--- config.mk ---
export PLATFORM = sky130hd
export DESIGN_NAME = pngu_recon
export DESIGN_NICKNAME = d
export VERILOG_FILES = /design/src/pngu_pkg.sv /design/src/pngu_recon.sv
export SDC_FILE = /design/constraint.sdc
export NUM_CORES = 1
export LEC_CHECK = 0
export ABC_CLOCK_PERIOD_IN_PS = 9500
export BUFFER_PORTS_ARGS = -buffer_cell sky130_fd_sc_hd__buf_2
export CORE_MARGIN = 3
export CORE_UTILIZATION = 55
export CTS_CLUSTER_DIAMETER = 30
export DETAILED_ROUTE_END_ITERATION = 12
export PLACE_DENSITY = 0.77
export SYNTH_ARGS = -nofsm -noshare
export SYNTH_HDL_FRONTEND = slang
export SYNTH_SLANG_ARGS = --single-unit
--- constraint.sdc ---
create_clock -name clock -period 9.5 [get_ports clock]
set_input_delay 1.9 -clock clock [delete_from_list [all_inputs] [get_ports clock]]
set_output_delay 1.9 -clock clock [all_outputs]
set_load 0.005 [all_outputs]
--- src/pngu_pkg.sv ---
// ----------------------------------------------------------------------------
// pngu_pkg
// Shared types and codes of the PNG scanline unfilter.
// ----------------------------------------------------------------------------
package pngu_pkg;

   // filter type codes carried in the first byte of each row
   localparam logic [7:0] FILTER_NONE  = 8'd0;
   localparam logic [7:0] FILTER_SUB   = 8'd1;
   localparam logic [7:0] FILTER_UP    = 8'd2;
   localparam logic [7:0] FILTER_AVG   = 8'd3;
   localparam logic [7:0] FILTER_PAETH = 8'd4;

   // register indexes of the write port
   localparam logic CSR_BYTES_PER_PIXEL = 1'b0;
   localparam logic CSR_PIXELS_PER_ROW  = 1'b1;

   localparam int CSR_DATA_W = 14;

   // one accepted stream byte, classified by the sequencer
   typedef struct packed {
      logic       is_data;
      logic [7:0] data;
      logic [7:0] filter;
      logic       first_row;
      logic       row_end;
   } pngu_item_type;

endpackage

--- src/pngu_recon.sv ---
// ----------------------------------------------------------------------------
// pngu_recon
// Reconstruction stage: neighbor histories, filter arithmetic, result register.
// ----------------------------------------------------------------------------
module pngu_recon #(
   parameter int MAX_ROW_BYTES   = 8192,
   parameter int MAX_PIXEL_BYTES = 8
) (
   input  logic                             clock,
   input  logic                             reset,
   input  logic                             accept,
   input  pngu_pkg::pngu_item_type          item,
   input  logic [$clog2(MAX_ROW_BYTES)-1:0] col,
   input  logic [$clog2((MAX_PIXEL_BYTES > 1) ? MAX_PIXEL_BYTES : 2)-1:0] hist_idx,
   input  logic [7:0]                       up_byte,
   output logic                             in_ready,
   output logic                             wr_en,
   output logic [$clog2(MAX_ROW_BYTES)-1:0] wr_addr,
   output logic [7:0]                       wr_data,
   output logic                             out_valid,
   input  logic                             out_ready,
   output logic [7:0]                       out_pixel,
   output logic                             out_row_end
);

   localparam int COL_W      = $clog2(MAX_ROW_BYTES);
   localparam int HIST_IDX_W = (MAX_PIXEL_BYTES > 1) ? $clog2(MAX_PIXEL_BYTES) : 1;

   function automatic logic [7:0] paeth_pick(input logic [7:0] a, input logic [7:0] b,
                                             input logic [7:0] c);
      logic signed [10:0] pa, pb, pc;
      pa = $signed({3'b000, b}) - $signed({3'b000, c});
      pb = $signed({3'b000, a}) - $signed({3'b000, c});
      pc = pa + pb;
      if (pa < 0) pa = -pa;
      if (pb < 0) pb = -pb;
      if (pc < 0) pc = -pc;
      if (pa <= pb && pa <= pc) return a;
      if (pb <= pc) return b;
      return c;
   endfunction

   logic                      s1_valid_ff;
   pngu_pkg::pngu_item_type   s1_item_ff;
   logic [COL_W-1:0]          s1_col_ff;
   logic [HIST_IDX_W-1:0]     s1_idx_ff;

   logic [7:0] left_ff    [MAX_PIXEL_BYTES];
   logic [7:0] upleft_ff  [MAX_PIXEL_BYTES];

   logic       out_valid_ff;
   logic [7:0] out_pixel_ff;
   logic       out_row_end_ff;

   logic [7:0] a, b, c, x;
   logic [8:0] avg_sum;
   logic       out_free, adv;

   assign a       = left_ff[s1_idx_ff];
   assign c       = upleft_ff[s1_idx_ff];
   assign b       = s1_item_ff.first_row ? 8'd0 : up_byte;
   assign avg_sum = {1'b0, a} + {1'b0, b};

   always_comb begin
      unique case (s1_item_ff.filter)
         pngu_pkg::FILTER_SUB:   x = s1_item_ff.data + a;
         pngu_pkg::FILTER_UP:    x = s1_item_ff.data + b;
         pngu_pkg::FILTER_AVG:   x = s1_item_ff.data + avg_sum[8:1];
         pngu_pkg::FILTER_PAETH: x = s1_item_ff.data + paeth_pick(a, b, c);
         default:                x = s1_item_ff.data;
      endcase
   end

   // filter bytes leave without a result, so they never wait on the output
   assign out_free = !out_valid_ff || out_ready;
   assign adv      = s1_valid_ff && (!s1_item_ff.is_data || out_free);
   assign in_ready = !s1_valid_ff || adv;

   assign wr_en   = adv && s1_item_ff.is_data;
   assign wr_addr = s1_col_ff;
   assign wr_data = x;

   always_ff @(posedge clock) begin
      if (accept) begin
         s1_item_ff <= item;
         s1_col_ff  <= col;
         s1_idx_ff  <= hist_idx;
      end
      if (wr_en) begin
         out_pixel_ff   <= x;
         out_row_end_ff <= s1_item_ff.row_end;
      end
   end

   always_ff @(posedge clock) begin
      if (reset) begin
         s1_valid_ff  <= 1'b0;
         out_valid_ff <= 1'b0;
         for (int k = 0; k < MAX_PIXEL_BYTES; k++) begin
            left_ff[k]   <= 8'd0;
            upleft_ff[k] <= 8'd0;
         end
      end else begin
         if (accept) begin
            s1_valid_ff <= 1'b1;
         end else if (adv) begin
            s1_valid_ff <= 1'b0;
         end
         if (wr_en) begin
            out_valid_ff <= 1'b1;
         end else if (out_ready) begin
            out_valid_ff <= 1'b0;
         end
         if (adv) begin
            if (s1_item_ff.is_data) begin
               for (int k = MAX_PIXEL_BYTES - 1; k > 0; k--) begin
                  left_ff[k]   <= left_ff[k-1];
                  upleft_ff[k] <= upleft_ff[k-1];
               end
               left_ff[0]   <= x;
               upleft_ff[0] <= b;
            end else begin
               for (int k = 0; k < MAX_PIXEL_BYTES; k++) begin
                  left_ff[k]   <= 8'd0;
                  upleft_ff[k] <= 8'd0;
               end
            end
         end
      end
   end

   assign out_valid   = out_valid_ff;
   assign out_pixel   = out_pixel_ff;
   assign out_row_end = out_row_end_ff;

endmodule

==> results of run 1 <==
[area by class of cell]
type                       instances  area (µm²)
clock inverter                    15       161.4
clock buffer                      17       425.4
multi-input combinational        627        5654
timing repair buffer             208        1449
fill                            1297        5448
sequential                       177        5269
tap                              260       325.3
inverter                          43       161.4
[registers in the layout (all words and copies together), names as in the netlist, named ones only]
signal / count
s1_valid_ff: 1
left_ff: 64
s1_item_ff: 19
out_pixel: 8
s1_idx_ff: 3
out_row_end: 1
out_valid: 1
wr_addr: 13
upleft_ff: 64
[worst min-delay path by stage]
stage,to,slack [ns],depth (start not counted)
after CTS,out_row_end,0.44,0
after detailed placement,out_row_end,0.41,0
after global placement,out_row_end,0.41,0
final,out_row_end,0.44,0
after global routing,out_row_end,0.45,0
after floorplan,out_row_end,0.40,0
[timing repair]
item,CTS,global route
endpoints found under the hold margin,0,0
hold buffers,0,0
setup buffers,19,3
resized for setup,65,27
cloned,1,0
setup endpoints to repair,6,7
pin swaps,58,24
[report_power, final]
group	switching, mW	internal [mW]
Clock	0.334	0.353
Combinational	1.35	1.28
Sequential	0.0245	0.907
[metrics by stage]
step           util, %  power, mW  instance area (µm²)
5_1_grt          71.17      4.553                13450
6_report         71.17      4.252                13450
4_1_cts          70.40      4.103                13300
3_5_place_dp     64.79      3.110                12240
2_1_floorplan        -      2.324                10800
3_3_place_gp     64.79      3.066                12240
[layout by cell type (no fill, tap or decap), drive strengths merged, types with 19 or more instances in the layout]
master,n
xor2,28
ha,73
xnor2,21
inv,51
mux4,32
mux2,19
o21ai,28
a21oi,52
and2,122
nor2,52
buf,208
nand2,32
edfxtp,172
[synthesized netlist by cell type (3+ instances only)]
| master | count |
|---|---|
| nor2_1 | 50 |
| clkbuf_1 | 22 |
| and4_1 | 3 |
| mux2i_1 | 9 |
| o21bai_1 | 7 |
| o211ai_1 | 5 |
| nor2b_1 | 9 |
| a221oi_1 | 4 |
| edfxtp_1 | 172 |
| xor2_1 | 25 |
| nand2b_1 | 12 |
| o21a_1 | 6 |
| fa_1 | 5 |
| a31oi_1 | 4 |
| dfxtp_1 | 5 |
| a21oi_1 | 50 |
| buf_2 | 4 |
| inv_1 | 43 |
| or2_2 | 4 |
| mux4_2 | 32 |
| xnor2_1 | 20 |
| nand4_1 | 5 |
| ha_1 | 73 |
| and2_1 | 122 |
| and3_1 | 5 |
| a211oi_1 | 5 |
| nand2_1 | 31 |
| o21ai_0 | 23 |
| o21ai_1 | 3 |
| mux2_2 | 19 |
| a21o_1 | 16 |
| nand3_1 | 9 |
| nor3_1 | 7 |
[metal layers]
layer	vias up	wire (µm)	track usage (%)
met5	-	0	0
met4	0	325	4.843
met3	29	1609	5.184
met2	279	11690	36.85
met1	3741	11120	34.22
li1	3604	-	-
[cells by family after synthesis]
logic type                 count (synthesis)
and+or+nand+nor                          275
DFF                                      177
AOI/OAI and AO/OA                        154
adders and majority gates                 78
buffers and inverters                     71
muxes                                     60
xor gates and xnor gates                  49
other                                      2
==> impl_metrics.py, run 1 <==
metrics = {
    "status": {
        "status": "complete, but fails checks",
        "violations": "setup timing",
    },
    "worst_setup_path": {
        "r2r-end": "left_ff[0][6]",
        "crit_cells": 36,
        "cp-endpoint": "wr_data[6]",
        "critical_path_class": "input pin to output pin",
        "startpoint_type": "input pin",
        "max_stage_delay_ns": 0.48,
        "path_max_fanout": 5,
        "worstPathRequired_ns": 7.60,
        "path_delay_family": "compound AO/OA/AOI/OAI gates",
        "slowest_stage": "fa_2",
        "r2r_cells": 39,
        "r2r_slack_ns": 1.73,
        "worst-path-buf-inv": 5,
        "cp-end-kind": "output pin",
        "crit_arrival_ns": 7.95,
        "crit_start": "up_byte[0]",
    },
    "floorplan": {
        "core_area_um2": 18890,
        "ios": 80,
        "die_y_um": 145.3,
        "start_util_pct": 56.46,
        "dieArea_um2": 21100,
        "rows": 50,
        "die_x_um": 145.3,
    },
    "timing": {
        "fin_skew_ns": 0.01422,
        "hold_viol_final": 0,
        "tightest_slew_ns": 1.009,
        "maxSlewViolCount": 0,
        "relSlewSlack_pct": 32.73,
        "rsz0062_at_grt": "yes",
        "finalCritPeriodShare_pct": 103.7,
        "fin_hold_ws_ns": 0.4385,
        "fmax_ghz": 0.1015,
        "fin_tns_setup_ns": -1.068,
        "finalSetupViolations": 5,
        "min_period_ns": 9.855,
        "setup_slack_ns": -0.3546,
    },
    "final_layout": {
        "num_antenna_cells": 0,
        "fin_nets": 1199,
        "drive_gt1_share_pct": 36.34,
        "final_cells": 1347,
        "area_growth_pct": 26.05,
    },
    "clock_network": {
        "cts_tree": "built",
        "h-tree-depth": 4,
        "cts_inserted_buffers": 17,
        "root_buffer": "clkbuf_16",
        "clk_latency_ns": 0.43,
        "cts_sinks": 177,
        "clk_pin_slew_worst_paths_ns": 0.08,
        "clk_path_buf_depth": 2,
    },
    "placed_design": {
        "dp_cells": 1292,
        "hpwl_um": 17280,
        "routabilityCongestion": 0.9131,
        "pre_cts_slack_ns": -0.4903,
        "port_buffers": 79,
    },
    "route": {
        "via_per_inst": 5.682,
        "drc": 0,
        "ant_nets": 0,
        "num_vias": 7653,
        "drt_wl_total_um": 24750,
        "drtIter0Drc": 603,
        "first_pass_iters": 6,
        "wl_per_cell_um": 18.37,
    },
    "synth": {
        "yosysWarnings": 0,
        "synth_fa_ha_area_share_pct": 9.501,
        "ys_ff_latch": 177,
        "synth_top_family_by_area": "simple AND/OR/NAND/NOR gates",
        "syn_area_um2": 10670,
        "synth.top_cell.area_share_pct": 48.42,
        "syn_inst": 866,
        "synth_xor_area_share_pct": 4.516,
        "synthArstFlopShare_pct": 0,
        "synth_edf_count": 172,
        "syn_avg_cell_area_um2": 12.32,
        "synth_area_leaders": "edfxtp_1, ha_1, and2_1",
        "yosysTopAreaCell": "edfxtp_1",
        "synthMuxAreaShare_pct": 9.607,
        "synthDistinctLibCells": 74,
        "synth_flop_cell": "edfxtp_1",
        "yosys.area_share.simple_pct": 14.59,
        "synth_compound_area_share_pct": 9.736,
        "ys_seq_area_share_pct": 49.36,
    },
    "global_routing": {
        "grt_usage_pct": 23.51,
        "overflow": 0,
        "grt_max_degree": 94,
        "grt_pass1_vias": 7540,
        "antenna_found_initial": 0,
        "grt_pass1_wl_um": 39640,
    },
    "hold_path": {
        "hp-class": "register to register",
        "min_from": "s1_item_ff[0]",
    },
    "flow_run": {
        "maxCapViolations": 0,
    },
    "pwr": {
        "p_leak_nw": 5.628,
        "power.density_nw_per_um2": 316.3,
        "ir_drop_v": 0.0002660,
    },
}
(Power assumes the default switching activity.)
==> run 2, diff against run 1 <==
--- a/config.mk
+++ b/config.mk
@@ -9,9 +9,11 @@
 export BUFFER_PORTS_ARGS = -buffer_cell sky130_fd_sc_hd__buf_2
 export CORE_MARGIN = 3
 export CORE_UTILIZATION = 55
+export CTS_BUF_LIST = sky130_fd_sc_hd__clkbuf_16
 export CTS_CLUSTER_DIAMETER = 30
 export DETAILED_ROUTE_END_ITERATION = 12
-export PLACE_DENSITY = 0.77
+export PLACE_DENSITY = 0.89
+export SLEW_MARGIN = 20
 export SYNTH_ARGS = -nofsm -noshare
 export SYNTH_HDL_FRONTEND = slang
 export SYNTH_SLANG_ARGS = --single-unit
==> run 2 against run 1 <==
Against the previous run:
- total power rose by 4.8%
- final area increased by 0.24%
- the flow still finishes with violations (setup timing)
- die area unchanged
- fmax is 3.4% lower
- critical path depth fell by 3
==> impl_metrics.py, run 2 (synthesized netlist as in run 1, its figures left out) <==
metrics = {
    "status": {
        "status": "complete, but fails checks",
        "violations": "setup timing",
    },
    "timing": {
        "tightest_slew_ns": 1.030,
        "finalCritPeriodShare_pct": 107.4,
        "maxSlewViolCount": 0,
        "setup_slack_ns": -0.7056,
        "min_period_ns": 10.21,
        "fmax_ghz": 0.09799,
        "finalSetupViolations": 6,
        "fin_skew_ns": 0.01887,
        "rsz0062_at_grt": "yes",
        "fin_hold_ws_ns": 0.4312,
        "relSlewSlack_pct": 31.36,
        "hold_viol_final": 0,
    },
    "route": {
        "drt_wl_total_um": 27660,
        "ant_nets": 0,
        "drc": 0,
        "via_per_inst": 5.957,
        "num_vias": 8030,
        "wl_per_cell_um": 20.52,
        "drtIter0Drc": 806,
        "first_pass_iters": 8,
    },
    "global_routing": {
        "grt_pass1_vias": 8103,
        "antenna_found_initial": 0,
        "overflow": 0,
        "grt_max_degree": 122,
        "grt_pass1_wl_um": 41740,
        "grt_usage_pct": 24.98,
    },
    "placed_design": {
        "pre_cts_slack_ns": -0.4500,
        "port_buffers": 79,
        "dpl_cell_area_um2": 12190,
        "routabilityCongestion": 0.9013,
        "dp_cells": 1284,
        "hpwl_um": 17530,
    },
    "floorplan": {
        "ios": 80,
        "dieArea_um2": 21100,
        "rows": 50,
        "start_util_pct": 56.46,
        "die_x_um": 145.3,
        "core_area_um2": 18890,
        "die_y_um": 145.3,
    },
    "worst_setup_path": {
        "slowest_stage": "fa_2",
        "crit_arrival_ns": 8.31,
        "critical_path_class": "input pin to output pin",
        "cp-end-kind": "output pin",
        "max_stage_delay_ns": 0.42,
        "worstPathRequired_ns": 7.60,
        "path_max_fanout": 8,
        "crit_top_cell": "buf_4",
        "startpoint_type": "input pin",
    },
    "final_layout": {
        "area_growth_pct": 26.36,
        "fin_nets": 1200,
        "final_area_um2": 13480,
        "top_regs": "left_ff: 64 flops, upleft_ff: 64 flops, s1_item_ff: 19 flops",
        "final_cell_mix": "edfxtp_1, buf_4, and2_1",
        "final_cells": 1348,
        "num_antenna_cells": 0,
        "drive_gt1_share_pct": 37.04,
        "final_common_cell": "edfxtp_1",
    },
    "pwr": {
        "p_leak_nw": 5.652,
        "ir_drop_v": 0.0003112,
        "power.density_nw_per_um2": 330.6,
        "power.total_mw": 4.456,
    },
    "clock_network": {
        "clk_path_buf_depth": 2,
        "cts_hold_buf": 0,
        "clk_pin_slew_worst_paths_ns": 0.07,
        "cts_tree": "built",
        "cts_sinks": 177,
        "clk_latency_ns": 0.45,
        "cts_inserted_buffers": 17,
        "h-tree-depth": 4,
        "root_buffer": "clkbuf_16",
    },
    "flow_run": {
        "maxCapViolations": 0,
    },
    "hold_path": {
        "hp-class": "register to register",
    },
}
run 2: timing repair:
action	4_1_cts	5_1_grt
gates cloned	1	0
setup buffers	19	12
pin swaps	34	43
gates resized for setup	54	44
endpoints found under the setup margin	7	7
run 2: worst max-delay path: cells and delay by family:
family,cells,cell delay (ns)
AO/OA/AOI/OAI,6,1.21
XOR/XNOR,4,0.87
adder cells (fa/ha/maj),5,1.41
buffers and inverters,8,0.97
multiplexers,1,0.34
AND/OR/NAND/NOR,9,1.60
run 2: where the power goes:
group          internal (mW)  total (mW)  leakage [nW]  switching [mW]
combinational           1.33        2.81          3.52            1.48
sequential             0.907       0.933          1.84          0.0261
clock                  0.359       0.712         0.292           0.353
run 2: area by class of cell:
type                    count  area (µm²)
inverters                  43       161.4
multi-input cells         627        5655
clock inverters            15       180.2
fillers                  1183        5415
clock buffers              17       425.4
flip-flops and latches    177        5269
well taps                 260       325.3
repair buffers            209        1461
run 2: worst paths after layout:
path | from | to | slack (ns) | cells after the start
worst min register to register | s1_item_ff[0] | out_row_end | 0.43 | 0
worst max register to register | register | left_ff[0][7] | 1.48 | 39
worst max-delay path | up_byte[0] | wr_data[7] | -0.71 | 33
worst min-delay path | s1_item_ff[0] | out_row_end | 0.43 | 0
run 2: routing by layer:
layer  vias to the layer above  track usage, %  wire length [µm]
li1                       3600               -                 -
met1                      3877           33.24             10870
met2                       442           41.01             13450
met3                       111           5.434              2297
met4                         0           8.500              1047
met5                         -               0                 0
run 2: through the flow:
stage                     util, %  TNS [ns]
after floorplan                 -         0
after global placement      64.54   -0.6695
after detailed placement    64.54    -1.376
after CTS                   69.64   -0.7927
after global routing        71.34    -3.948
final                       71.34    -2.453
