[config.mk]
export PLATFORM = sky130hd
export DESIGN_NAME = pngu_seq
export DESIGN_NICKNAME = d
export VERILOG_FILES = /design/src/pngu_pkg.sv /design/src/pngu_seq.sv
export SDC_FILE = /design/constraint.sdc
export NUM_CORES = 1
export LEC_CHECK = 0
export BUFFER_PORTS_ARGS = -buffer_cell sky130_fd_sc_hd__buf_2
export CORE_UTILIZATION = 50
export DETAILED_ROUTE_END_ITERATION = 12
export PLACE_DENSITY = 0.71
export RECOVER_POWER = 50
export SYNTH_ARGS = -nofsm -noshare
export SYNTH_HDL_FRONTEND = slang
export SYNTH_SLANG_ARGS = --single-unit
[constraint.sdc]
create_clock -name clock -period 6.79 [get_ports clock]
set_clock_uncertainty 0.1 [all_clocks]
set_input_delay 0.679 -clock clock [delete_from_list [all_inputs] [get_ports clock]]
set_output_delay 0.679 -clock clock [all_outputs]
set_load 0.02 [all_outputs]
[src/pngu_pkg.sv]
// ----------------------------------------------------------------------------
// pngu_pkg
// Shared types and codes of the PNG scanline unfilter.
// ----------------------------------------------------------------------------
package pngu_pkg;

   // filter type codes carried in the first byte of each row
   localparam logic [7:0] FILTER_NONE  = 8'd0;
   localparam logic [7:0] FILTER_SUB   = 8'd1;
   localparam logic [7:0] FILTER_UP    = 8'd2;
   localparam logic [7:0] FILTER_AVG   = 8'd3;
   localparam logic [7:0] FILTER_PAETH = 8'd4;

   // register indexes of the write port
   localparam logic CSR_BYTES_PER_PIXEL = 1'b0;
   localparam logic CSR_PIXELS_PER_ROW  = 1'b1;

   localparam int CSR_DATA_W = 14;

   // one accepted stream byte, classified by the sequencer
   typedef struct packed {
      logic       is_data;
      logic [7:0] data;
      logic [7:0] filter;
      logic       first_row;
      logic       row_end;
   } pngu_item_type;

endpackage

[src/pngu_seq.sv]
// ----------------------------------------------------------------------------
// pngu_seq
// Row sequencer: registers, column count, filter byte tracking, row end.
// ----------------------------------------------------------------------------
module pngu_seq #(
   parameter int MAX_ROW_BYTES   = 8192,
   parameter int MAX_PIXEL_BYTES = 8
) (
   input  logic                                clock,
   input  logic                                reset,
   input  logic                                csr_we,
   input  logic                                csr_index,
   input  logic [pngu_pkg::CSR_DATA_W-1:0]     csr_wdata,
   input  logic                                accept,
   input  logic                                start_image,
   input  logic [7:0]                          stream_byte,
   output pngu_pkg::pngu_item_type             item,
   output logic [$clog2(MAX_ROW_BYTES)-1:0]    col,
   output logic [$clog2((MAX_PIXEL_BYTES > 1) ? MAX_PIXEL_BYTES : 2)-1:0] hist_idx
);

   localparam int COL_W      = $clog2(MAX_ROW_BYTES);
   localparam int PROD_W     = 18;
   localparam int HIST_IDX_W = (MAX_PIXEL_BYTES > 1) ? $clog2(MAX_PIXEL_BYTES) : 1;

   logic [3:0]        bpp_ff;
   logic [13:0]       ppr_ff;
   logic [COL_W-1:0]  byte_column_ff, byte_column_in;
   logic              awaiting_ff, awaiting_in;
   logic              first_row_ff, first_row_in;
   logic [7:0]        row_filter_ff, row_filter_in;

   logic [3:0]        bpp_eff, bpp_m1;
   logic [13:0]       ppr_eff;
   logic [PROD_W-1:0] prod, row_len, col_nx;
   logic              awaiting_now, first_now, row_end;

   always_comb begin
      bpp_eff = bpp_ff;
      if (bpp_ff == 4'd0) begin
         bpp_eff = 4'd1;
      end else if (bpp_ff > 4'(MAX_PIXEL_BYTES)) begin
         bpp_eff = 4'(MAX_PIXEL_BYTES);
      end
      bpp_m1  = bpp_eff - 4'd1;
      ppr_eff = (ppr_ff == 14'd0) ? 14'd1 : ppr_ff;
      prod    = PROD_W'(ppr_eff) * PROD_W'(bpp_eff);
      row_len = (prod > PROD_W'(MAX_ROW_BYTES)) ? PROD_W'(MAX_ROW_BYTES) : prod;
   end

   assign hist_idx = bpp_m1[HIST_IDX_W-1:0];

   // a start mark drops the row in progress and opens a new image
   assign awaiting_now = start_image | awaiting_ff;
   assign first_now    = start_image | first_row_ff;
   assign col          = start_image ? '0 : byte_column_ff;
   assign col_nx       = PROD_W'(col) + PROD_W'(1);
   assign row_end      = !awaiting_now && (col_nx >= row_len);

   always_comb begin
      item.is_data   = !awaiting_now;
      item.data      = stream_byte;
      item.filter    = row_filter_ff;
      item.first_row = first_row_ff;
      item.row_end   = row_end;

      byte_column_in = byte_column_ff;
      awaiting_in    = awaiting_ff;
      first_row_in   = first_row_ff;
      row_filter_in  = row_filter_ff;
      if (accept) begin
         if (awaiting_now) begin
            row_filter_in  = stream_byte;
            awaiting_in    = 1'b0;
            byte_column_in = '0;
            first_row_in   = first_now;
         end else if (row_end) begin
            byte_column_in = '0;
            awaiting_in    = 1'b1;
            first_row_in   = 1'b0;
         end else begin
            byte_column_in = col_nx[COL_W-1:0];
         end
      end
   end

   always_ff @(posedge clock) begin
      if (reset) begin
         bpp_ff         <= 4'd1;
         ppr_ff         <= 14'd1;
         byte_column_ff <= '0;
         awaiting_ff    <= 1'b1;
         first_row_ff   <= 1'b1;
         row_filter_ff  <= pngu_pkg::FILTER_NONE;
      end else begin
         byte_column_ff <= byte_column_in;
         awaiting_ff    <= awaiting_in;
         first_row_ff   <= first_row_in;
         row_filter_ff  <= row_filter_in;
         if (csr_we) begin
            unique case (csr_index)
               pngu_pkg::CSR_BYTES_PER_PIXEL: bpp_ff <= csr_wdata[3:0];
               pngu_pkg::CSR_PIXELS_PER_ROW:  ppr_ff <= csr_wdata[13:0];
               default: ;
            endcase
         end
      end
   end

endmodule

==> summary.txt, run 1 <==
Worst setup path
  – Data required time of the critical path: approximately 6000 ps
  – CP peak stage delay: ~540 ps
  – Setup slack of the most critical reg-to-reg path: 790 ps
  – CP Max Fanout: 6
  – Buffer and inverter count on the worst path: 4
  – Worst flop-to-flop path startpoint: ppr_ff[12]
  – Series of cell instances along the critical path: nor4_4 > a41oi_2 > buf_4 > buf_4 > nor2b_1 > ha_1 > ha_1 > ha_4 > inv_1 > fa_2 > nand2b_4 > a2111oi_4 > a211oi_4 > o2111ai_2 > o311ai_4 > or4_1 > ha_1 > nand4_1 > a211oi_2 > nand3_1 > o211a_1 > nor3_2 > buf_4
  – Cell family with the largest share of critical-path delay: compound AO/OA/AOI/OAI gates
  – Slowest stage cell on the critical path: or4_1
  – Crit path DAT: just under 6000 ps
  – R2R cell count: 23
  – Crit Reg-Reg Endpoint: byte_column_ff[0]
  – Critical path class: register to primary output
  – Type of element launching the critical path: register
  – Endpoint kind of the worst setup timing path: primary output

GRT
  – All-layer global routing usage: 0.2083
  – Pin count of the biggest net entering global routing: 31
  – Overflow after GRT: 0
  – Wire length of the first global-routing pass: approximately 15000 um
  – Number of global-route vias before repair: 3496
  – Initial antenna violation count: 0

Yosys
  – Yosys cell types: 61
  – Syn Nets: around 610
  – Top-count cell post-synth: nand2_1
  – Synth area leader: dfxtp_1
  – Count of flip-flops with a built-in enable after synthesis: 0
  – Number of storage elements in the synthesis netlist: 41
  – Most common flop cell mapped by yosys: dfxtp_1
  – Ys async rst share: 0
  – Post-synthesis cell count: about 520
  – Commonest cells in the netlist: nand2_1 (61), inv_1 (57), dfxtp_1 (41)
  – Avg Synthesized Cell Area: ~8 sq um
  – Synthesis Warnings: 0
  – Share of the synthesized area in the top cell type: 0.1941
  – Cells taking the most area after synthesis: dfxtp_1 (19%), fa_1 (11%), ha_1 (11%), nand2_1 (5.4%), and2_1 (5.3%)
  – Post-synthesis sequential area ratio: 0.1941
  – Post-synthesis instance area: 0.004229 sq mm

Finish
  – Post-Route Utilization: 0.5939
  – Layout Area Growth over Synthesis: 15.38%
  – Proportion of layout cells with a drive suffix above 1: 0.1847
  – Area used by multi-input combinational logic: 0.003206 sq mm
  – Footprint of the flip-flops and latches: around 830 sq um
  – Number of nets at the end of the flow: ~660
  – Diode insertion count for antenna repair: 0
  – Number of filler instances in the final layout: between 700 and 800

Floorplanning
  – Starting density of the core: 0.5147
  – Height of the die: approximately 94 um
  – Count of boundary I/O pins: 63
  – Core Region: ~0.008 sq mm
  – Number of standard-cell rows in the floorplan: 33
  – Full die area: a little under 0.009 sq mm
  – Die extent in x: 93.97 um

Run status
  – Outcome: finished clean

Power
  – Cell-internal power: around 0.00042 W
  – Peak supply drop: 0.09424 mV
  – Sequential share of power: 0.421
  – Share of total power consumed by net switching: 0.3138
  – Power consumption: about 0.00061 W
  – Ratio of total power to cell area: 126.0 mW/mm^2
  – Leakage power: about 2.3 nW
  – Clock share of power: 0.336
  – Combinational cell fraction of total power: 0.243
  – Total net switching power: about 0.00019 W

Routing
  – Antenna-violating nets left: 0
  – DR pass1 iterations: 4
  – Routed wirelength normalized by instance count: 13.18 um
  – Average via count per standard cell: roughly 5.3
  – Total DRC errors in the routed layout: 0
  – Detailed-route via count: about 3.6k
  – Number of violations reported at the end of detailed-routing iteration 0: around 280
  – Routed Wire Length: about 8900 um

Placement
  – Placement Setup Slack: -48.32 ps
  – DP HPWL: between 6000 and 7000 um
  – Routability congestion estimate: 0.8790
  – # port buffers: 62

CTS
  – Maximum level of the CTS H-tree: 2
  – Clock net sink count: between 40 and 50
  – Worst skew pair latency: ~310 ps
  – CTS Hold Bufs: 0
  – Maximum buffer depth of the clock tree: 2
  – Root buf cell: clkbuf_8
  – Number of buffers created by CTS: 5
  – Clock slew seen by the registers of the worst setup and hold paths: approximately 90 ps
  – CTS tree: done

Timing
  – Slew at the pin closest to its max-slew limit: about 1400 ps
  – Peak clock frequency supported by timing: about 150 MHz
  – Number of max-slew violations in the final report: 0
  – Min Clock Period, post-route: ~6600 ps
  – Fin. Hold Viols: 0
  – Final setup violating endpoints: 0
  – Final hold slack: 382.6 ps
  – Final setup slack of the worst path: ~170 ps
  – Relative max-transition margin: 0.05399
  – Share of the clock period used by the worst path after layout: 0.9750

Min path
  – Hold Crit Start: first_row_ff
  – Worst Hold Endpoint: first_row_ff
  – Worst min-delay path class: register to register
  – Number of cells on the worst hold path: 2

Flow run
  – Max cap viols: 0
power by group through the flow:
stage | clock, W | combinational, W | sequential [W]
3_5_place_dp | 0 | 0.000134 | 0.000263
5_1_grt | 0.000218 | 0.000166 | 0.000261
6_report | 0.000207 | 0.000149 | 0.000259
3_3_place_gp | 0 | 0.000133 | 0.000263
4_1_cts | 0.000208 | 0.000140 | 0.000259
2_1_floorplan | 0 | 0.0000989 | 0.000265
metal layers:
metal	share of wire	vias to the layer above	track usage	wire length (um)
li1	-	1854	-	-
met1	0.46	1674	0.2558	4094
met2	0.49	89	0.3808	4388
met3	0.038	12	0.02832	338
met4	0.014	0	0.05000	125
met5	0	-	0	0
metrics by stage:
| step | cell area, sq um | std cells | setup TNS (ps) |
|---|---|---|---|
| global placement | 4549 | 663 | 0 |
| finish | 4880 | 679 | 0 |
| global route | 4880 | 679 | -27.94 |
| floorplan | 4229 | 521 | 0 |
| detailed placement | 4549 | 663 | -48.32 |
| CTS | 4741 | 674 | 0 |
logic make-up after synthesis:
| group | count (synthesis) | synth area share |
|---|---|---|
| AO/OA/AOI/OAI | 89 | 0.1612 |
| flip-flops | 41 | 0.1941 |
| buffers and inverters | 87 | 0.08728 |
| adder cells (fa/ha/maj) | 62 | 0.2260 |
| AND/OR/NAND/NOR | 205 | 0.2497 |
| XOR/XNOR | 22 | 0.04556 |
| multiplexers | 15 | 0.03609 |
cell type report:
type                    instances  area share
clock buffers                   5     0.01410
inverters                      58     0.04462
repair buffers                 74     0.07795
multi-input cells             393      0.6569
clock inverters                 3    0.008974
flip-flops and latches         41      0.1705
well taps                     105     0.02692
worst register-to-register path: stages, from the launching register on:
cell,delay (ps)
dfxtp_4,380
nor4_4,320
a41oi_2,180
nand2b_4,180
fa_1,490
fa_1,570
inv_2,60
ha_4,250
a211oi_4,310
o21ai_2,100
and3_1,180
nor4_2,310
o2111ai_2,210
buf_4,190
nor3_4,200
buf_4,150
nand2_1,50
ha_1,300
a21oi_1,190
nor2_1,90
a211oi_2,240
o211a_1,240
and2_1,450
mux2_2,240
worst max path at each step:
stage                          start      end  slack (ps)  cells after the start
final                     ppr_ff[12]  item[0]         170                     23
after global routing      ppr_ff[12]  item[0]         -30                     22
after CTS                  ppr_ff[3]  item[0]           9                     19
after detailed placement   ppr_ff[7]  item[0]         -50                     19
after global placement     ppr_ff[7]  item[0]         200                     19
after floorplan            ppr_ff[7]  item[0]         690                     19
flip-flops by register name, indices dropped and copies added (netlist names):
register	cells
ppr_ff	14
bpp_ff	4
awaiting_ff	1
row_filter_ff	8
byte_column_ff	13
first_row_ff	1
cells in the final DEF (no fill, tap or decap), drive strengths merged, types with 16 or more instances in the layout:
cell type  netlist  final
nand2           62     62
inv             58     59
buf             15     56
dfxtp           41     41
ha              38     38
and2            37     37
nor2            35     35
a21oi           27     27
fa              24     24
clkbuf          14     23
nor2b           16     16
xor2            16     16
repair_timing:
action | CTS | global route
setup endpoints to repair | 1 | 1
gates cloned | 0 | 0
pin swaps | 4 | 20
endpoints found under the hold margin | 0 | 0
setup buffers | 3 | 5
resized for setup | 8 | 30
Power figures use the tool's default switching activity.
==> inputs of run 2 (changes only) <==
ABC_AREA = 1   (was not set)
CELL_PAD_IN_SITES_DETAIL_PLACEMENT = 1   (was not set)
CELL_PAD_IN_SITES_GLOBAL_PLACEMENT = 1   (was not set)
CORE_UTILIZATION = 41   (was 50)
PLACE_DENSITY = not set   (was 0.71)
PLACE_DENSITY_LB_ADDON = 0.1   (was not set)
==> summary.txt, run 2 <==
GRT
  – Overflow after GRT: 0
  – All-layer global routing usage: 0.2294
  – Pin count of the biggest net entering global routing: 28
  – Initial antenna violation count: 0
  – Number of global-route vias before repair: roughly 4.5k
  – Wire length of the first global-routing pass: approximately 21000 um

Routing
  – Total DRC errors in the routed layout: 0
  – Routed wirelength normalized by instance count: ~14 um
  – Average via count per standard cell: roughly 5
  – Detailed-routed wire length on met2: about 5600 um
  – Antenna-violating nets left: 0
  – Detailed-route via count: about 4.5k
  – Routed length on met1: 6449 um
  – Met3 layer wire length in the routed design: roughly 330 um
  – Routed Wire Length: 12560 um
  – Number of violations reported at the end of detailed-routing iteration 0: between 100 and 150
  – DR pass1 iterations: 6
  – Highest routed metal layer: met4

Finish
  – Flip-flop count of the largest register, all copies and words added: 14
  – Most used cells in the layout excluding fill and tap cells: nand2_1 (177), inv_1 (150), nor2_1 (112)
  – Number of nets at the end of the flow: 868
  – Diode insertion count for antenna repair: 0
  – Top flop regs: ppr_ff (14), byte_column_ff (13), row_filter_ff (8)
  – Most common library cell in the layout ignoring fill and taps: nand2_1
  – Proportion of layout cells with a drive suffix above 1: 0.09756
  – Layout Area Growth over Synthesis: 9.553%
  – Most flop-heavy register: ppr_ff

CTS
  – Root buf cell: clkbuf_8
  – Maximum buffer depth of the clock tree: 2
  – Clock net sink count: 41
  – Maximum level of the CTS H-tree: 2
  – Number of buffers created by CTS: 5
  – Clock slew seen by the registers of the worst setup and hold paths: around 80 ps
  – Worst skew pair latency: approximately 330 ps
  – CTS tree: done

Min path
  – Worst min-delay path class: register to register
  – Hold Crit Start: bpp_ff[0]

Yosys
  – Share of the synthesized area in the top cell type: 0.1801
  – Top-count cell post-synth: nand2_1
  – Most common flop cell mapped by yosys: dfxtp_1
  – Yosys cell types: 36
  – Avg Synthesized Cell Area: about 6.2 sq um
  – Post-synthesis cell count: 734
  – Ys async rst share: 0
  – Synth area leader: dfxtp_1
  – Post-synthesis instance area: 0.004558 sq mm
  – Syn Nets: between 800 and 900
  – Count of flip-flops with a built-in enable after synthesis: 0
  – Cells taking the most area after synthesis: dfxtp_1 (18%), nand2_1 (15%), inv_1 (12%), fa_1 (11%), ha_1 (10%)
  – Number of storage elements in the synthesis netlist: between 40 and 50
  – Commonest cells in the netlist: nand2_1 (179), inv_1 (151), nor2_1 (113)
  – Post-synthesis sequential area ratio: 0.1801
  – Synthesis Warnings: 0

Floorplanning
  – Count of boundary I/O pins: 63
  – Number of standard-cell rows in the floorplan: 38
  – Full die area: about 0.012 sq mm
  – Die extent in x: around 110 um
  – Core Region: around 0.011 sq mm
  – Height of the die: about 110 um
  – Starting density of the core: 0.4205

Worst setup path
  – Type of element launching the critical path: register
  – Slowest stage cell on the critical path: fa_1
  – Crit path top cell by count: nand2_1
  – Worst flop-to-flop path startpoint: bpp_ff[3]
  – Endpoint kind of the worst setup timing path: primary output
  – Critical path class: register to primary output
  – Buffer and inverter count on the worst path: 5
  – Cell family with the largest share of critical-path delay: simple AND/OR/NAND/NOR gates
  – CP Max Fanout: 15
  – Data required time of the critical path: between 6000 and 7000 ps
  – CP peak stage delay: 540 ps
  – Start point of the critical path: bpp_ff[3]
  – Crit path DAT: 5480 ps

Placement
  – # port buffers: between 60 and 70
  – DP HPWL: roughly 11000 um
  – Routability congestion estimate: 0.8446

Power
  – Ratio of total power to cell area: between 100 and 150 mW/mm^2
  – Peak supply drop: 0.1635 mV
  – Leakage power: 2.764 nW

Timing
  – Final setup violating endpoints: 0
  – Min Clock Period, post-route: around 6300 ps
  – Number of max-slew violations in the final report: 0
  – Final hold slack: between 300 and 400 ps
  – Share of the clock period used by the worst path after layout: 0.9218
  – Sum Neg Setup Slack: 0 ps
  – Slew at the pin closest to its max-slew limit: just under 900 ps
  – Relative max-transition margin: 0.4156
  – Fin. Hold Viols: 0
  – Peak clock frequency supported by timing: about 160 MHz
  – Setup repair after global routing missed its margin: no

Run status
  – Outcome: finished clean

Flow run
  – Max cap viols: 0
run 2: cell types whose count changed after synthesis, sizes merged, moves of 15 or more:
| cell | before | now |
|---|---|---|
| nor2b | 16 | 1 |
| inv | 58 | 153 |
| nor2 | 35 | 117 |
| and2 | 37 | 4 |
| nand3 | 12 | 39 |
| o21ai | 9 | 40 |
| nand2 | 62 | 184 |
run 2: timing repair:
item,4_1_cts,5_1_grt
gates resized for setup,3,10
setup buffers,0,1
hold buffers,0,0
endpoints found under the setup margin,1,1
cloned,0,1
pin swaps,0,1
run 2: power breakdown:
group          switching (W)  internal, W
combinational       0.000173    0.0000854
clock               0.000102    0.0000743
sequential         0.0000130     0.000254
total               0.000288     0.000414
run 2: per-layer routing:
metal  track usage  up-vias
li1              -     2301
met3       0.03450       12
met2        0.3714       60
met1        0.3141     2113
met4       0.06849        0
met5             0        -
run 2: area by class of cell:
type | count | area, sq um
repair buffers | 63 | 291.5
flip-flops and latches | 41 | 824.5
clock buffers | 5 | 68.82
clock inverters | 3 | 25.02
well taps | 140 | 175.2
fillers | 1533 | 5847
inverters | 154 | 579.3
multi-input cells | 513 | 3029
run 2: kinds of logic after synthesis:
group | count (synthesis) | share of synthesized area
compound gates | 73 | 0.08345
xor+xnor | 9 | 0.01729
fa+ha+maj | 62 | 0.2097
buf+inv | 181 | 0.1650
flops | 41 | 0.1801
simple gates | 368 | 0.3445
run 2: path summary, 6_finish.rpt:
check                      endpoint  slack (ps)  cells past startpoint
setup reg to reg  byte_column_ff[2]        1020                     31
hold reg to reg           bpp_ff[0]         370                      2
setup / recovery            item[0]         530                     29
hold / removal            bpp_ff[0]         370                      2
run 2: tightest hold or removal path, delay by kind of cell, from the launching register on:
kind             cells  cell delay (ps)
DFF                  1              330
and+or+nand+nor      2              100
run 2: metrics by stage:
| stage | util | cell area [sq um] | worst slack (ps) | total power [W] | std cells |
|---|---|---|---|---|---|
| 2_1_floorplan | - | 4558 | 1414 | 0.0004582 | 734 |
| 3_3_place_gp | 0.4493 | 4871 | 315.0 | 0.0005160 | 909 |
| 3_5_place_dp | 0.4493 | 4871 | 9.095 | 0.0005253 | 909 |
| 4_1_cts | 0.4586 | 4971 | 35.06 | 0.0007062 | 917 |
| 5_1_grt | 0.4606 | 4994 | 51.18 | 0.0007544 | 919 |
| 6_report | 0.4606 | 4994 | 530.7 | 0.0007017 | 919 |
==> inputs of run 3 (changes only) <==
CORE_ASPECT_RATIO = 0.5   (was not set)
==> summary.txt, run 3 (synthesized netlist as in run 2, its figures left out) <==
Timing
  – Number of max-slew violations in the final report: 0
  – Setup repair after global routing missed its margin: no
  – Min Clock Period, post-route: 6194 ps
  – Relative max-transition margin: 0.4650
  – Fin. Hold Viols: 0
  – Slew at the pin closest to its max-slew limit: between 800 and 900 ps
  – Final setup violating endpoints: 0
  – Share of the clock period used by the worst path after layout: 0.9122
  – Sum Neg Setup Slack: 0 ps
  – Peak clock frequency supported by timing: between 150 and 200 MHz
  – Final setup slack of the worst path: 596.0 ps

Power
  – Total net switching power: between 0.0002 and 0.0003 W
  – Share of total power consumed by net switching: 0.3586
  – Combinational cell fraction of total power: 0.312
  – Sequential share of power: 0.334
  – Clock share of power: 0.353
  – Peak supply drop: 0.08874 mV
  – Ratio of total power to cell area: 158.8 mW/mm^2
  – Leakage power: between 2 and 3 nW
  – Cell-internal power: approximately 0.00051 W

Placement
  – # port buffers: between 60 and 70
  – Placement Setup Slack: 379.4 ps
  – DP HPWL: approximately 10000 um
  – Area post-placement: ~0.0049 sq mm
  – Routability congestion estimate: just over 0.8

Flow run
  – Max cap viols: 0

GRT
  – Fraction of met2 tracks used by global routing: 0.3950
  – Number of global-route vias before repair: about 4.7k
  – Global Route met1 Usage: 0.3101
  – GRT busiest layer: met2
  – Initial antenna violation count: 0
  – Met3 Use GR: 0.03413
  – Overflow after GRT: 0
  – Wire length of the first global-routing pass: about 22000 um
  – All-layer global routing usage: 0.2304
  – Pin count of the biggest net entering global routing: 28

CTS
  – Maximum buffer depth of the clock tree: 2
  – Number of buffers created by CTS: 5
  – Worst skew pair latency: 290 ps
  – CTS Hold Bufs: 0
  – Clock slew seen by the registers of the worst setup and hold paths: around 70 ps
  – Root buf cell: clkbuf_16
  – CTS tree: done
  – Number of setup buffers added after CTS: 0
  – Maximum level of the CTS H-tree: 2
  – Clock net sink count: 41

Worst setup path
  – Crit path top cell by count: nand2_1
  – Critical path class: register to primary output
  – Crit Reg-Reg Endpoint: byte_column_ff[12]
  – Worst flop-to-flop path startpoint: bpp_ff[3]
  – Endpoint kind of the worst setup timing path: primary output
  – CP Max Fanout: 15
  – Worst setup path endpoint: item[0]
  – Slowest stage cell on the critical path: fa_1
  – Setup slack of the most critical reg-to-reg path: about 1200 ps
  – Crit path DAT: around 5400 ps
  – Type of element launching the critical path: register
  – R2R cell count: 31
  – CP peak stage delay: between 500 and 600 ps
  – Data required time of the critical path: 6010 ps
  – Start point of the critical path: bpp_ff[3]

Finish
  – Final instance area: 0.005036 sq mm
  – Top flop regs: ppr_ff (14), byte_column_ff (13), row_filter_ff (8)
  – Flip-flop count of the largest register, all copies and words added: 14
  – Diode insertion count for antenna repair: 0
  – Number of nets at the end of the flow: 867
  – Most common library cell in the layout ignoring fill and taps: nand2_1
  – Layout Area Growth over Synthesis: 10.49%
  – Most used cells in the layout excluding fill and tap cells: nand2_1 (177), inv_1 (151), nor2_1 (112)
  – Number of filler instances in the final layout: 1515
  – Proportion of layout cells with a drive suffix above 1: 0.08869
  – Most flop-heavy register: ppr_ff

Routing
  – Detailed-route via count: roughly 4.5k
  – DR pass1 iterations: 4
  – Total DRC errors in the routed layout: 0
  – Average via count per standard cell: slightly below 5
  – Antenna-violating nets left: 0
  – Routed Wire Length: roughly 12000 um
  – Number of violations reported at the end of detailed-routing iteration 0: 138
  – Routed wirelength normalized by instance count: 13.41 um

Floorplanning
  – Height of the die: 76.56 um
  – Starting density of the core: 0.4338
  – Core Region: about 0.011 sq mm
  – Die extent in x: between 150 and 200 um
  – Number of standard-cell rows in the floorplan: 26
  – Full die area: 0.01157 sq mm
  – Count of boundary I/O pins: 63

Min path
  – Worst min-delay path class: register to register

Run status
  – Outcome: finished clean
[run 3: changes by cell type in the layout (fill, tap and decap cells not counted), sizes merged]
cell	previous run	this run
buf	42	40
bufinv	0	1
clkbuf	26	28
clkinvlp	1	0
inv	154	153
[run 3: through the flow]
| stage | instances | hold slack, ps | util | power [W] |
|---|---|---|---|---|
| floorplan | 734 | 323.1 | - | 0.0004582 |
| global placement | 909 | 336.1 | 0.4636 | 0.0005101 |
| detailed placement | 909 | 341.3 | 0.4636 | 0.0005187 |
| CTS | 917 | 359.1 | 0.4795 | 0.0008072 |
| global route | 918 | 380.0 | 0.4793 | 0.0008549 |
| finish | 918 | 360.5 | 0.4793 | 0.0007995 |
[run 3: final cells by class]
cell class,count,area (sq um),share of cell area
sequential,41,822.0,0.1632
tap,140,175.2,0.03478
clock inverter,2,38.79,0.007702
timing repair buffer,62,282.8,0.05615
inverter,154,579.3,0.1150
multi-input combinational,513,3009,0.5975
clock buffer,6,128.9,0.02559
[run 3: worst min-delay path by stage]
| stage | start | slack (ps) | endpoint | cells past startpoint |
|---|---|---|---|---|
| after CTS | bpp_ff[0] | 360 | bpp_ff[0] | 2 |
| final | bpp_ff[0] | 360 | bpp_ff[0] | 2 |
| after global placement | bpp_ff[0] | 340 | bpp_ff[0] | 2 |
| after detailed placement | bpp_ff[0] | 340 | bpp_ff[0] | 2 |
| after floorplan | bpp_ff[0] | 320 | bpp_ff[0] | 2 |
| after global routing | bpp_ff[0] | 380 | bpp_ff[0] | 2 |
[run 3: power by group through the flow]
| stage | registers, W | clock network [W] | logic [W] |
|---|---|---|---|
| after floorplan | 0.000272 | 0 | 0.000186 |
| final | 0.000267 | 0.000283 | 0.000250 |
| after detailed placement | 0.000272 | 0 | 0.000247 |
| after CTS | 0.000266 | 0.000289 | 0.000252 |
| after global placement | 0.000271 | 0 | 0.000239 |
| after global routing | 0.000269 | 0.000298 | 0.000288 |
[run 3: worst max-delay path, delay by kind of cell, from the launching register on]
| family | cells | cell delay, ps |
|---|---|---|
| DFF | 1 | 490 |
| and+or+nand+nor | 19 | 1920 |
| AOI/OAI and AO/OA | 1 | 190 |
| adders and majority gates | 4 | 1760 |
| buffers and inverters | 7 | 750 |
[run 3: per-layer routing]
| metal | vias to the layer above | wire (um) | share of wire |
|---|---|---|---|
| met2 | 61 | 5530 | 0.45 |
| met1 | 2090 | 6374 | 0.52 |
| met5 | - | 0 | 0 |
| met4 | 0 | 82 | 0.0067 |
| met3 | 10 | 325 | 0.026 |
| li1 | 2310 | - | - |
[run 3: timing repair]
item	in CTS	in global routing
hold endpoints to repair	0	0
setup endpoints to repair	0	1
gates resized for setup	0	7
